### src/rtl/assert_macros.svh
// Assertion helpers shared by the RTL files.
`ifndef ASSERT_MACROS_SVH
`define ASSERT_MACROS_SVH

// The condition must hold at every clock edge outside reset.
`define ASSERT_ALWAYS(label, cond, msg) \
	label: assert property (@(posedge clk) disable iff (!arst_n) (cond)) \
		else $error(msg);

// When the trigger holds, the result must hold in the next cycle.
`define ASSERT_NEXT(label, trig, res, msg) \
	label: assert property (@(posedge clk) disable iff (!arst_n) (trig) |=> (res)) \
		else $error(msg);

`endif

### src/rtl/cylen_pkg.sv
`default_nettype none

package cylen_pkg;

	// Configuration register indexes.
	typedef enum logic [2:0] {
		REG_PLATFORM_JOINT_X   = 3'd0,
		REG_PLATFORM_JOINT_Y   = 3'd1,
		REG_UPPER_JOINT_HEIGHT = 3'd2,
		REG_GROUND_JOINT_X     = 3'd3,
		REG_GROUND_JOINT_Y     = 3'd4,
		REG_GROUND_JOINT_DEPTH = 3'd5,
		REG_MAX_ANGLE          = 3'd6,
		REG_MAX_LENGTH         = 3'd7
	} cfg_reg_t;

	localparam int CW = 34;         // CORDIC vector and angle width, Q30
	localparam int LW = 23;         // length width, Q15.8
	localparam int AW = 13;         // angle limit width
	localparam int SUMW = 56;       // sum of squares width, Q16
	localparam int ROOTW = SUMW / 2;
	localparam int DW = 28;         // rounded coordinate difference width

	localparam logic [AW-1:0] ANGLE_CAP = 13'd6434;
	localparam logic signed [CW-1:0] CORDIC_GAIN = 34'sh026DD3B6A;

	localparam logic [31:0] ATAN_Q30 [24] = '{
		32'h3243F6A8, 32'h1DAC6705, 32'h0FADBAFC, 32'h07F56EA6, 32'h03FEAB76,
		32'h01FFD55B, 32'h00FFFAAA, 32'h007FFF55, 32'h003FFFEA, 32'h001FFFFD,
		32'h000FFFFF, 32'h0007FFFF, 32'h0003FFFF, 32'h0001FFFF, 32'h0000FFFF,
		32'h00007FFF, 32'h00003FFF, 32'h00001FFF, 32'h00000FFF, 32'h000007FF,
		32'h000003FF, 32'h000001FF, 32'h000000FF, 32'h0000007F
	};

endpackage

`default_nettype wire

### src/rtl/cylen_isqrt.sv
`default_nettype none

// Floor square root, one result bit per register stage.
module cylen_isqrt import cylen_pkg::*; (
	input  wire logic             clk,
	input  wire logic             en,
	input  wire logic [SUMW-1:0]  radicand,
	output logic [ROOTW-1:0]      root
);

	logic [SUMW:0] v_s [ROOTW];
	logic [SUMW:0] r_s [ROOTW];

	for (genvar j = 0; j < ROOTW; j++) begin : g_bit
		localparam int SH = 2 * (ROOTW - 1 - j);
		logic [SUMW:0] v_in, r_in, trial;

		if (j == 0) begin : g_first
			assign v_in = {1'b0, radicand};
			assign r_in = '0;
		end else begin : g_next
			assign v_in = v_s[j-1];
			assign r_in = r_s[j-1];
		end

		assign trial = r_in + ((SUMW+1)'(1) << SH);

		// Keep the bit when the trial value still fits the remainder.
		always_ff @(posedge clk) begin
			if (en) begin
				if (v_in >= trial) begin
					v_s[j] <= v_in - trial;
					r_s[j] <= (r_in >> 1) + ((SUMW+1)'(1) << SH);
				end else begin
					v_s[j] <= v_in;
					r_s[j] <= r_in >> 1;
				end
			end
		end
	end

	assign root = r_s[ROOTW-1][ROOTW-1:0];

endmodule

`default_nettype wire

### config.mk
export PLATFORM = sky130hd
export DESIGN_NAME = cylen_isqrt
export DESIGN_NICKNAME = d
export VERILOG_FILES = /design/src/rtl/assert_macros.svh /design/src/rtl/cylen_pkg.sv /design/src/rtl/cylen_isqrt.sv
export SDC_FILE = /design/constraint.sdc
export NUM_CORES = 2
export LEC_CHECK = 0
export ABC_CLOCK_PERIOD_IN_PS = 5300
export CAP_MARGIN = 10
export CORE_UTILIZATION = 55
export CTS_CLUSTER_DIAMETER = 200
export DETAILED_ROUTE_END_ITERATION = 6
export DONT_BUFFER_PORTS = 1
export PLACE_DENSITY = 0.73
export SLEW_MARGIN = 10
export SYNTH_ARGS = -nofsm -noshare
export SYNTH_HDL_FRONTEND = slang
export SYNTH_SLANG_ARGS = --single-unit
### constraint.sdc
create_clock -name clk -period 5.3 [get_ports clk]
set_input_delay 1.325 -clock clk [delete_from_list [all_inputs] [get_ports clk]]
set_output_delay 1.325 -clock clk [all_outputs]
set_load 0.005 [all_outputs]
After elaboration in Yosys (flattened, before gate mapping)
Memories as Yosys holds them, arrays and structs flattened. Index checks and enable logic that the tools add are counted.

Mux-type cells: 224. Add/sub/neg operators: 82. Bitwise logic cells: 56. Magnitude comparators: 28.

Operator list (number): 57-bit two-way mux (56); 57-bit >= comparator (27); 57-bit subtractor (27); 1-bit two-way mux (168); 56-bit by 1-bit adder with 57-bit output, second input constant (1); 56-bit by 11-bit adder with 57-bit output, second input constant (1); 56-bit by 13-bit adder with 57-bit output, second input constant (1); 56-bit by 15-bit adder with 57-bit output, second input constant (1); 56-bit by 17-bit adder with 57-bit output, second input constant (1); 56-bit by 19-bit adder with 57-bit output, second input constant (1); 56-bit by 21-bit adder with 57-bit output, second input constant (1); 56-bit by 23-bit adder with 57-bit output, second input constant (1); 56-bit by 25-bit adder with 57-bit output, second input constant (1); 56-bit by 27-bit adder with 57-bit output, second input constant (1); 56-bit by 29-bit adder with 57-bit output, second input constant (1); 56-bit by 3-bit adder with 57-bit output, second input constant (1); 56-bit by 31-bit adder with 57-bit output, second input constant (1); 56-bit by 33-bit adder with 57-bit output, second input constant (1); 56-bit by 35-bit adder with 57-bit output, second input constant (1); 56-bit by 37-bit adder with 57-bit output, second input constant (1); 56-bit by 39-bit adder with 57-bit output, second input constant (1); 56-bit by 41-bit adder with 57-bit output, second input constant (1); 56-bit by 43-bit adder with 57-bit output, second input constant (1); 56-bit by 45-bit adder with 57-bit output, second input constant (1); other kinds (37) (92).

RAM bits: 3192. Input bits: 58. Register bits after elaboration: 0. Output and inout port bits: 28. Memories: 2.

Memories: r_s (words 28, width 57, read ports 28, clocked after memory_dff 0, wr ports 28, RTL line cylen_isqrt.sv:12) `logic [SUMW:0] r_s [ROOTW];`; v_s (words 28, width 57, read ports 27, clocked after memory_dff 0, wr ports 28, RTL line cylen_isqrt.sv:11) `logic [SUMW:0] v_s [ROOTW];`.

Logic depth before layout (Yosys ltp)
An unclocked memory read counts as a cell.

Word-level depth: 7. Mapped depth: 14.

Least setup slack after synthesis
Ideal clock, no wire load.

Kind: input-to-reg. From: input en. To: memory r_s[1][572] in the netlist's numbering, enable pin. Cell stages on the path: 5. Library setup time: 472 ps. Data arrival time: 4668 ps. Path buffers: 5. Data required time: 4828 ps. Slack: 160 ps. Cells stage by stage: clkbuf_1 > clkbuf_1 > clkbuf_1 > clkbuf_1 > clkbuf_1.

RTL lines: start, declared (RTL line cylen_isqrt.sv:6) `input wire logic en,`; end, declared (RTL line cylen_isqrt.sv:12).

==> impl_results.md <==
* Area Growth Syn to Fin at 10.9%
* Post-synth EDFFs at 1945
* Die X at 419 µm
* Reg-to-reg startpoint: v_s[1][311]
* CTS Sinks at 1945
* Max Clk Rate at 0.199 GHz
* # setup viols final at 0
* Syn. warnings at 0
* Final Skew at 0.0917 ns
* Clock Tree Buf Depth at 3
* Core area at 172000 µm²
* Total power at 44.6 mW
* Post-CTS Hold Buffers at 0
* Gr usage total at 0.273
* Yosys top cell area share at 0.611
* GP Congestion at 0.970
* Cell area after layout at 106000 µm²
* Type of origin of the critical path: input pin
* Placed instance area at 98800 µm²
* Die ar. at 175000 µm²
* Initial Util at 0.555
* Max IR drop VDD at 354 µV
* Cell taking the most area after synthesis: edfxtp_1
* Die height at 419 µm
* Avg WL per Cell at 23.2 µm
* Status: completed
* R2R depth at 10
* Clock period minus worst slack at 5.02 ns
* Initial antenna violation count at 14
* Max-cap violations at 0
* Worst Hold Depth at 0
* PD cells at 420 nW/µm²
* Worst Path Required at 5.84 ns
* GRT Residual Overflow at 0
* NumNets Final at 8411
* Worst slew pin tran at 1.17 ns
* Slew headroom at 0.207
* Final hold vios at 0
* Synth top area cells: edfxtp_1 61%, ha_1 5.7%, xnor2_1 3.5%
* Clk root buf: clkbuf_16
* Vias in the first global route at 60500
* Most common flop cell mapped by yosys: edfxtp_1
* Hold Path Class: register to register
* Net Count, Synth at 8316
* CTS tree: yes
* DRT iter0 DRCs at 7654
* Post-DP HPWL at 179 mm
* Via count at 64200
* Avg Vias per Cell at 6.17
* Post_cts resized at 0
* H-Tree Depth at 4
* Kind of critical path: input pin to register
* # diodes at 0
* HP Start: v_s[0][580]
* Hold_ws at 0.386 ns
* Post-route clock period utilization at 0.946
* First-pass GRT wire length at 366 mm
* # rows at 152
* Slew Viols, Final at 0
* Port bufs at 0
* Leak at 38.9 nW
* Worst slack, placed at -2.20 ns
* CTS buffer count at 196
* FF+latch count, synth at 1945
* Async SR Flop Fraction at 0
* Setup ws final at 0.284 ns
* Synth top cells by count: 1945 x edfxtp_1, 584 x nand2_1, 535 x inv_1
* Clock slew at reported path FFs at 0.06 ns
* Post-DRT Antenna Nets at 0
* Fin util at 0.616
* Worst-path maximum fanout at 156
* Top-Level Pins at 86
* Post-Synthesis Cells at 7826
* CP endpoint kind: register
* Largest net degree at the start of global routing at 229
* WP data arrival at 5.56 ns
* Avg Inst Size Synth at 12.2 µm²
* Clk_lat worst skew at 0.88 ns
* Part of the Yosys area used for sequential elements at 0.611
* Post-CTS setup buffer count at 0
* CP startpoint: en
* Top-count cell post-synth: edfxtp_1
* Synth cell types at 93
* Detailed-route DRC error count at 0
* TritonRoute pass-1 iters at 6
* Synthesized cell area at 95600 µm²
* Routed Wire Length at 242 mm
* Setup repair after global routing missed its margin: no
* Ratio of cells with drive above 1 in the final layout at 0.0657
==> where the power goes <==
| part | internal [mW] | switching [mW] | leakage, nW |
|---|---|---|---|
| Sequential | 19.3 | 1.98 | 18.7 |
| Clock | 8.42 | 6.20 | 3.33 |
| Combinational | 3.39 | 5.25 | 16.9 |
==> per-stage QoR <==
step | std cells | TNS (ns)
finish | 10400 | 0
global route | 10400 | 0
CTS | 10400 | 0
detailed placement | 10000 | -504.73
global placement | 10000 | -441.16
floorplan | 7826 | 0
==> worst paths after layout <==
| path | to | slack (ns) |
|---|---|---|
| max | v_s[1][566] | 0.28 |
| min | v_s[0][637] | 0.39 |
| max reg2reg | v_s[1][386] | 1.03 |
| min reg2reg | v_s[0][637] | 0.39 |
==> sequential cells by signal, indices dropped and copies added (netlist names) <==
name / cells
v_s: 1539
r_s: 406
==> critical path, stage by stage <==
cell      delay [ns]
buf_16          0.32
buf_16          0.30
buf_16          0.38
buf_16          0.44
buf_16          0.32
nand2b_1        0.11
or4_1           0.44
a311o_1         0.29
a311o_1         0.36
a211oi_2        0.19
a311o_1         0.32
nor4_1          0.10
xor2_1          0.15
==> cell families (layout without fill, tap and decap cells) <==
logic type                 count (synthesis)  in the layout  share of synthesized area
and+or+nand+nor                         2495           2495                      0.138
DFF                                     1945           1945                      0.611
AOI/OAI and AO/OA                       1471           1471                     0.0957
buffers and inverters                    741           1007                     0.0293
xor gates and xnor gates                 693            693                     0.0635
adders and majority gates                432            432                     0.0565
muxes                                     49             49                    0.00562
==> final cells by class <==
cell class	count	area, µm²
clock buffers	220	4990
clock inverters	149	1940
fillers	13200	66100
inverters	536	2010
multi-input cells	5140	34500
flip-flops and latches	1945	58400
well taps	2310	2890
repair buffers	102	1300
==> cells in the final DEF, fill, tap and decap left out, types with 38 or more instances in the layout <==
cell type and count:
nand2_1 584, clkbuf_16 198, and3_1 47, or4_1 86
nand3_1 155, nor4_1 306, edfxtp_1 1945, nand3b_1 38
a21o_1 139, xnor2_1 381, nor3_1 235, o211ai_1 38
clkinv_2 50, or3_1 83, nor2_1 430, nand4_1 146
nor4b_1 54, xor2_1 312, nand2b_1 98, o21bai_1 38
inv_1 535, nor2b_1 50, ha_1 432, a211oi_1 46
buf_4 69, o21ai_0 449, a21oi_1 419, o21a_1 74
==> layer usage <==
layer  track usage  share of wire
met5             0        0.00028
met4        0.0698          0.023
met3        0.0562          0.096
met2         0.407           0.44
met1         0.408           0.45
No activity file was read; power rests on OpenSTA's default activity.
