==> src/rtl/assert_macros.svh <==
// Assertion helpers shared by the RTL files.
`ifndef ASSERT_MACROS_SVH
`define ASSERT_MACROS_SVH

// The condition must hold at every clock edge outside reset.
`define ASSERT_ALWAYS(label, cond, msg) \
	label: assert property (@(posedge clk) disable iff (!arst_n) (cond)) \
		else $error(msg);

// When the trigger holds, the result must hold in the next cycle.
`define ASSERT_NEXT(label, trig, res, msg) \
	label: assert property (@(posedge clk) disable iff (!arst_n) (trig) |=> (res)) \
		else $error(msg);

`endif

==> src/rtl/cylen_pkg.sv <==
`default_nettype none

package cylen_pkg;

	// Configuration register indexes.
	typedef enum logic [2:0] {
		REG_PLATFORM_JOINT_X   = 3'd0,
		REG_PLATFORM_JOINT_Y   = 3'd1,
		REG_UPPER_JOINT_HEIGHT = 3'd2,
		REG_GROUND_JOINT_X     = 3'd3,
		REG_GROUND_JOINT_Y     = 3'd4,
		REG_GROUND_JOINT_DEPTH = 3'd5,
		REG_MAX_ANGLE          = 3'd6,
		REG_MAX_LENGTH         = 3'd7
	} cfg_reg_t;

	localparam int CW = 34;         // CORDIC vector and angle width, Q30
	localparam int LW = 23;         // length width, Q15.8
	localparam int AW = 13;         // angle limit width
	localparam int SUMW = 56;       // sum of squares width, Q16
	localparam int ROOTW = SUMW / 2;
	localparam int DW = 28;         // rounded coordinate difference width

	localparam logic [AW-1:0] ANGLE_CAP = 13'd6434;
	localparam logic signed [CW-1:0] CORDIC_GAIN = 34'sh026DD3B6A;

	localparam logic [31:0] ATAN_Q30 [24] = '{
		32'h3243F6A8, 32'h1DAC6705, 32'h0FADBAFC, 32'h07F56EA6, 32'h03FEAB76,
		32'h01FFD55B, 32'h00FFFAAA, 32'h007FFF55, 32'h003FFFEA, 32'h001FFFFD,
		32'h000FFFFF, 32'h0007FFFF, 32'h0003FFFF, 32'h0001FFFF, 32'h0000FFFF,
		32'h00007FFF, 32'h00003FFF, 32'h00001FFF, 32'h00000FFF, 32'h000007FF,
		32'h000003FF, 32'h000001FF, 32'h000000FF, 32'h0000007F
	};

endpackage

`default_nettype wire

==> src/rtl/cylen_cordic.sv <==
`default_nettype none

// Rotation-mode CORDIC, one micro-rotation per register stage.
module cylen_cordic import cylen_pkg::*; #(
	parameter int STEPS = 16
) (
	input  wire logic                 clk,
	input  wire logic                 en,
	input  wire logic signed [CW-1:0] z_in,
	output logic signed [CW-1:0]      cos_out,
	output logic signed [CW-1:0]      sin_out
);

	logic signed [CW-1:0] x_s [STEPS];
	logic signed [CW-1:0] y_s [STEPS];
	logic signed [CW-1:0] z_s [STEPS];

	for (genvar i = 0; i < STEPS; i++) begin : g_step
		logic signed [CW-1:0] x_in, y_in, z_cur, dx, dy, ang;

		// The first step starts from the gain-corrected unit vector.
		if (i == 0) begin : g_first
			assign x_in = CORDIC_GAIN;
			assign y_in = '0;
			assign z_cur = z_in;
		end else begin : g_next
			assign x_in = x_s[i-1];
			assign y_in = y_s[i-1];
			assign z_cur = z_s[i-1];
		end

		assign dx = y_in >>> i;
		assign dy = x_in >>> i;
		assign ang = $signed({2'b00, ATAN_Q30[i]});

		// Rotate toward the remaining angle.
		always_ff @(posedge clk) begin
			if (en) begin
				if (!z_cur[CW-1]) begin
					x_s[i] <= x_in - dx;
					y_s[i] <= y_in + dy;
					z_s[i] <= z_cur - ang;
				end else begin
					x_s[i] <= x_in + dx;
					y_s[i] <= y_in - dy;
					z_s[i] <= z_cur + ang;
				end
			end
		end
	end

	assign cos_out = x_s[STEPS-1];
	assign sin_out = y_s[STEPS-1];

endmodule

`default_nettype wire

==> config.mk <==
export PLATFORM = sky130hd
export DESIGN_NAME = cylen_cordic
export DESIGN_NICKNAME = d
export VERILOG_FILES = /design/src/rtl/assert_macros.svh /design/src/rtl/cylen_pkg.sv /design/src/rtl/cylen_cordic.sv
export SDC_FILE = /design/constraint.sdc
export NUM_CORES = 2
export LEC_CHECK = 0
export BUFFER_PORTS_ARGS = -buffer_cell sky130_fd_sc_hd__buf_2
export CAP_MARGIN = 10
export CORE_MARGIN = 3
export CORE_UTILIZATION = 55
export CTS_BUF_LIST = sky130_fd_sc_hd__clkbuf_4 sky130_fd_sc_hd__clkbuf_8
export DETAILED_ROUTE_END_ITERATION = 8
export HOLD_SLACK_MARGIN = 0.15
export PLACE_DENSITY = 0.68
export SLEW_MARGIN = 10
export SYNTH_ARGS = -nofsm -noshare
export SYNTH_HDL_FRONTEND = slang
export SYNTH_SLANG_ARGS = --single-unit
==> constraint.sdc <==
create_clock -name clk -period 8.1 [get_ports clk]
set_input_delay 1.62 -clock clk [delete_from_list [all_inputs] [get_ports clk]]
set_output_delay 1.62 -clock clk [all_outputs]
set_load 0.01 [all_outputs]
# Word-level counts from Yosys, hierarchy flattened
# Memory sizes are Yosys's and may differ from the RTL's.
# Index checks and enable logic that the tools add are counted.
dict set report op_classes {
  shift 0
  n_eq_ne 0
  reduce_logical 0
  n_div 0
  addsub 92
  muxes 144
  n_mul 0
  magnitude_cmp 0
  n_bitwise 48
}
# operator n
set ops {}
lappend ops {{2-to-1 mux 34 bit} 48}
lappend ops {{2-to-1 mux 1 bit} 96}
lappend ops {{adder 34 x 19 -> 34 bit} 2}
lappend ops {{adder 34 x 20 -> 34 bit} 2}
lappend ops {{adder 34 x 21 -> 34 bit} 2}
lappend ops {{adder 34 x 22 -> 34 bit} 2}
lappend ops {{adder 34 x 23 -> 34 bit} 2}
lappend ops {{adder 34 x 24 -> 34 bit} 2}
lappend ops {{adder 34 x 25 -> 34 bit} 2}
lappend ops {{adder 34 x 26 -> 34 bit} 2}
lappend ops {{adder 34 x 27 -> 34 bit} 2}
lappend ops {{adder 34 x 28 -> 34 bit} 2}
lappend ops {{adder 34 x 29 -> 34 bit} 2}
lappend ops {{adder 34 x 30 -> 34 bit} 2}
lappend ops {{adder 34 x 31 -> 34 bit} 2}
lappend ops {{adder 34 x 32 -> 34 bit} 2}
lappend ops {{adder 34 x 33 -> 34 bit} 2}
lappend ops {{subtractor 34 x 19 -> 34 bit} 2}
lappend ops {{subtractor 34 x 20 -> 34 bit} 2}
lappend ops {{subtractor 34 x 21 -> 34 bit} 2}
lappend ops {{subtractor 34 x 22 -> 34 bit} 2}
lappend ops {{subtractor 34 x 23 -> 34 bit} 2}
lappend ops {{subtractor 34 x 24 -> 34 bit} 2}
lappend ops {{subtractor 34 x 25 -> 34 bit} 2}
lappend ops {{other kinds (41)} 96}
dict set report totals {
  register_bits 0
  in_bits 36
  latchBits 0
  elab_cells 287
  rom_bits 0
  memories 3
  out_inout_bits 68
  ramBits 1632
}
# name words width rd rd_ports_with_merged_regs write_ports line
set mem_list {}
lappend mem_list {x_s 16 34 16 0 16 cylen_cordic.sv:14} ;# logic signed [CW-1:0] x_s [STEPS];
lappend mem_list {y_s 16 34 16 0 16 cylen_cordic.sv:15} ;# logic signed [CW-1:0] y_s [STEPS];
lappend mem_list {z_s 16 34 15 0 16 cylen_cordic.sv:16} ;# logic signed [CW-1:0] z_s [STEPS];

# Logic depth before layout (Yosys ltp)
# An unclocked memory read counts as a cell.
dict set report logic_depth {
  ltp_word 5
  depth_mapped 23
  ltp_nobuf 22
}

# Worst setup path after synthesis
# OpenSTA, ideal clock, no wires.
dict set report synth_timing {
  path_type {input -> register}
  startpoint {in en}
  endpoint {mem x_s[5][32] (netlist: x_s[0][202]) (data pin)}
  slack_ns 1.612
  n_path_buf 4
  arrival_ns 6.228
  path_stages 20
  cell_sequence {clkbuf_1 -> clkbuf_1 -> nand2_1 -> inv_1 -> clkbuf_1 -> clkbuf_1 -> nor2_1 -> xor2_1 -> ha_1 -> a21o_1 -> a21oi_1 -> o21ai_0 -> a41oi_1 -> a211oi_1 -> a211oi_1 -> a211o_1 -> o21ai_1 -> a41oi_1 -> mux2i_1 -> nand2_1}
}
# item line
set synth_lines {}
lappend synth_lines {{start, declared} cylen_cordic.sv:8} ;# input wire logic en,
lappend synth_lines {{end, declared} cylen_cordic.sv:14}

==> results <==
- Once placement finished, the instance area stood at 129000 um2.
- For this run, the detailed router's first-pass iteration total came to 8.
- The deepest level of the CTS H-tree is 5.
- Summed over all nets, the half-perimeter wirelength after detailed placement is 255000 um.
- After detailed routing, the average wire length per cell comes to 19.7 um.
- The via count of the first global-routing pass is 96400.
- The post-synthesis net count is 14400.
- The max capacitance violation total is 0.
- The placer's final routability congestion estimate is 0.953.
- The number of nets with antenna violations after routing is 0.
- The Yosys step of the flow raised 0 warnings.
- Compared with the post-synthesis result, the final layout area differs by 8.02%.
- The final non-filler cell area is 134000 um2.
- The peak clock frequency supported by timing is 173 MHz.
- The startpoint of the lowest-slack register-to-register path is x_s[0][76].
- The endpoint of the worst hold path is z_s[1][0].
- Hold is met by 0.418 ns.
- The maximum number of pins on one net before global-route repair is 160.
- The register-to-register setup slack is 2.33 ns.
- In this run the worst path has a maximum fanout of 5.
- The sort of element at the start of the critical path is a flip-flop.
- In the synthesized netlist, the cells that appear most often are 1472 x edfxtp_1, 1425 x ha_1, 1365 x a21oi_1.
- After layout, the minimum clock period comes to 5.77 ns.
- After detailed routing, the total wire length is 323000 um.
- In this run the clock root is driven by a clkbuf_8.
- The class of the most critical hold timing path is reg2reg.
- At the later pin of the worst-skew pair, clock insertion delay measures 1.01 ns.
- The final-report max-slew violation count is 0.
- The measured slew at the worst slew-check pin is 1.11 ns.
- The count of unresolved DRC violations after routing is 0.
- In the final layout, the share of cells above drive strength 1 is 5.81%.
- The critical path is of the reg2reg type.
- Once the floorplan was initialized, standard cells occupied 55.7% of the core.
- In the synthesized netlist the async set-or-reset flop fraction comes to 0%.
- The total of flip-flops plus latches after synthesis is 1472.
- Buffers inserted during clock tree synthesis total 289.
- The arrival time of data at the critical path endpoint is 6.52 ns.
- The maximum buffer depth of the clock tree is 4.
- The run finished with clean final reports.
- STA classifies the critical path endpoint as a flip-flop.
- The launch point of the worst hold path is z_s[0][238].
- After synthesis, the mean cell area works out to 9.64 um2.
- In the finished design, the share of the clock period the worst path needs comes to 71.3%.
- The number of nets in the layout is 14700.
- The first global-routing pass estimated 515000 um of wire.
- The hold buffer count at cts is 0.
- The global-route congestion overflow total is 0.
- Summed over all instances, the cell type with the most area after synthesis is edfxtp_1.
- The initial antenna violation count is 4.
- The headroom to the max-slew limit is 25.2%.
- The aggregate global-route resource usage is 27.3%.
- Measured along the y axis, the die boundary spans 482 um.
- Setup violations remaining at the end of the flow were counted as 0.
- The clock sink count is 1472.
- 104 I/O pins were placed.
- The number of enable-type register cells in the synthesized netlist is 1472.
- The number of gates resized after CTS was 0.
- The logic depth of the worst register-to-register path is 19.
- The post-route clock skew is 0.0586 ns.
- Counting instances, the worst hold path has a depth of 0.
- Clock-pin slew was measured on the worst setup and hold paths at 0.06 ns.
- The via count is 99000.
- The area share of the leading cell type in the synthesized netlist is 35.5%.
- The number of port buffers is 103.
- The post-CTS repair timing setup buffer count is 0.
- The die area is 232000 um2.
- In the final timing run, aggregate negative setup slack is 0 ns.
- The number of hold violations in the final report came to 0.
- The floorplan has 173 rows.
- The first routing iteration left 7495 violations.
- The via density per instance is 6.05.
- In this run the horizontal extent of the chip is 482 um.
- The most frequently used cell type in the post-synthesis netlist is edfxtp_1.
- In the post-synthesis netlist, the biggest area contributors are edfxtp_1 36%, ha_1 14%, xnor2_1 8.7%, a21oi_1 5.5%, xor2_1 4.4%.
- In this run the standard cell core region covers 224000 um2.
- Counting every instance in the synthesized netlist gives 12900.
- Setup repair after global routing left no endpoint under its margin.
- The endpoint of the worst register-to-register path is y_s[0][133].
- At the worst endpoint, the required time is 8.84 ns.
- In this run, distinct cell masters in the synthesized netlist total 99.
- After synthesis, flip-flops and latches occupy 35.5% of the total area.
- TritonCTS built the clock tree.
- The post-synthesis instance area is 124000 um2.
- The top flip-flop cell by instance count after synthesis is edfxtp_1.
[sequential cells by signal, summed over array words and instances (netlist names)]
signal,count
y_s,511
z_s,477
x_s,484
[kinds of logic after synthesis]
kind of cell               share of synthesized area, %
muxes                                             0.723
buffers and inverters                              2.13
and+or+nand+nor                                    12.6
AOI/OAI and AO/OA                                  20.8
xor gates and xnor gates                           13.1
adders and majority gates                          15.1
DFF                                                35.5
[metal layers]
layer | vias up | global-route usage (%) | part of all wire [%]
met5 | - | 0 | 0
met4 | 0 | 10.2 | 3.9
met3 | 687 | 3.36 | 4.8
met2 | 2692 | 46.5 | 47
met1 | 46900 | 35.5 | 44
li1 | 48700 | - | -
[area by class of cell]
class	count	area, um2
inverters	519	1950
clock buffers	346	4440
well taps	2975	3720
diodes	8	20.0
repair buffers	170	1080
multi-input cells	10700	77600
fillers	19100	89200
clock inverters	143	1420
flip-flops and latches	1472	44200
[layout by cell type, fill, tap and decap left out, types with 91 or more instances in the layout]
cell      Yosys  final
a211oi_1    117    117
a21o_1      690    690
a21oi_1    1365   1365
a31oi_1     125    125
and3_1      121    121
buf_2         1    102
clkbuf_8      0    294
edfxtp_1   1472   1472
ha_1       1425   1425
inv_1       514    510
nand2_1     687    685
nand2b_1    236    236
nand3_1     232    232
nand4_1      91     91
nor2_1      988    988
nor2b_1     170    170
nor3_1      262    262
o21a_1      230    230
o21ai_0     706    706
o21bai_1    177    177
o31ai_1     137    137
or3_1       111    111
xnor2_1    1239   1239
xor2_1      620    620
[metrics by stage]
| stage | setup WS, ns | cells | util, % |
|---|---|---|---|
| finish | 2.33 | 16400 | 60.1 |
| detailed placement | 1.44 | 15900 | 57.5 |
| global placement | 1.44 | 15900 | 57.5 |
| global route | 1.93 | 16400 | 60.1 |
| floorplan | 1.61 | 12900 | - |
| CTS | 2.43 | 16400 | 60.1 |
[critical path: stages (launching register included)]
cell and delay (ns):
edfxtp_1 0.46, or3_1 0.41, or3b_2 0.53, nor2_1 0.13
nand2_1 0.14, nor4_1 0.72, inv_1 0.15, o21ai_0 0.22
xor2_1 0.20, ha_1 0.31, a21oi_1 0.15, nand2_1 0.07
a21o_1 0.23, a211oi_1 0.23, o21ai_1 0.18, a2111oi_0 0.57
or4_1 0.27, nand2_1 0.09, o41a_1 0.33, xor2_1 0.15
[how the worst max path moves through the flow]
stage | startpoint | endpoint | slack (ns) | cells after the start
after floorplan | en | x_s[0][202] | 1.61 | 20
after global placement | en | x_s[0][202] | 1.44 | 17
after detailed placement | en | x_s[0][236] | 1.44 | 18
after CTS | x_s[0][74] | y_s[0][133] | 2.43 | 19
after global routing | en | x_s[0][236] | 1.93 | 18
final | x_s[0][76] | y_s[0][133] | 2.33 | 19
Power is not shown: default switching activity piles up to over one toggle a cycle in this logic, so the estimate is an artifact.
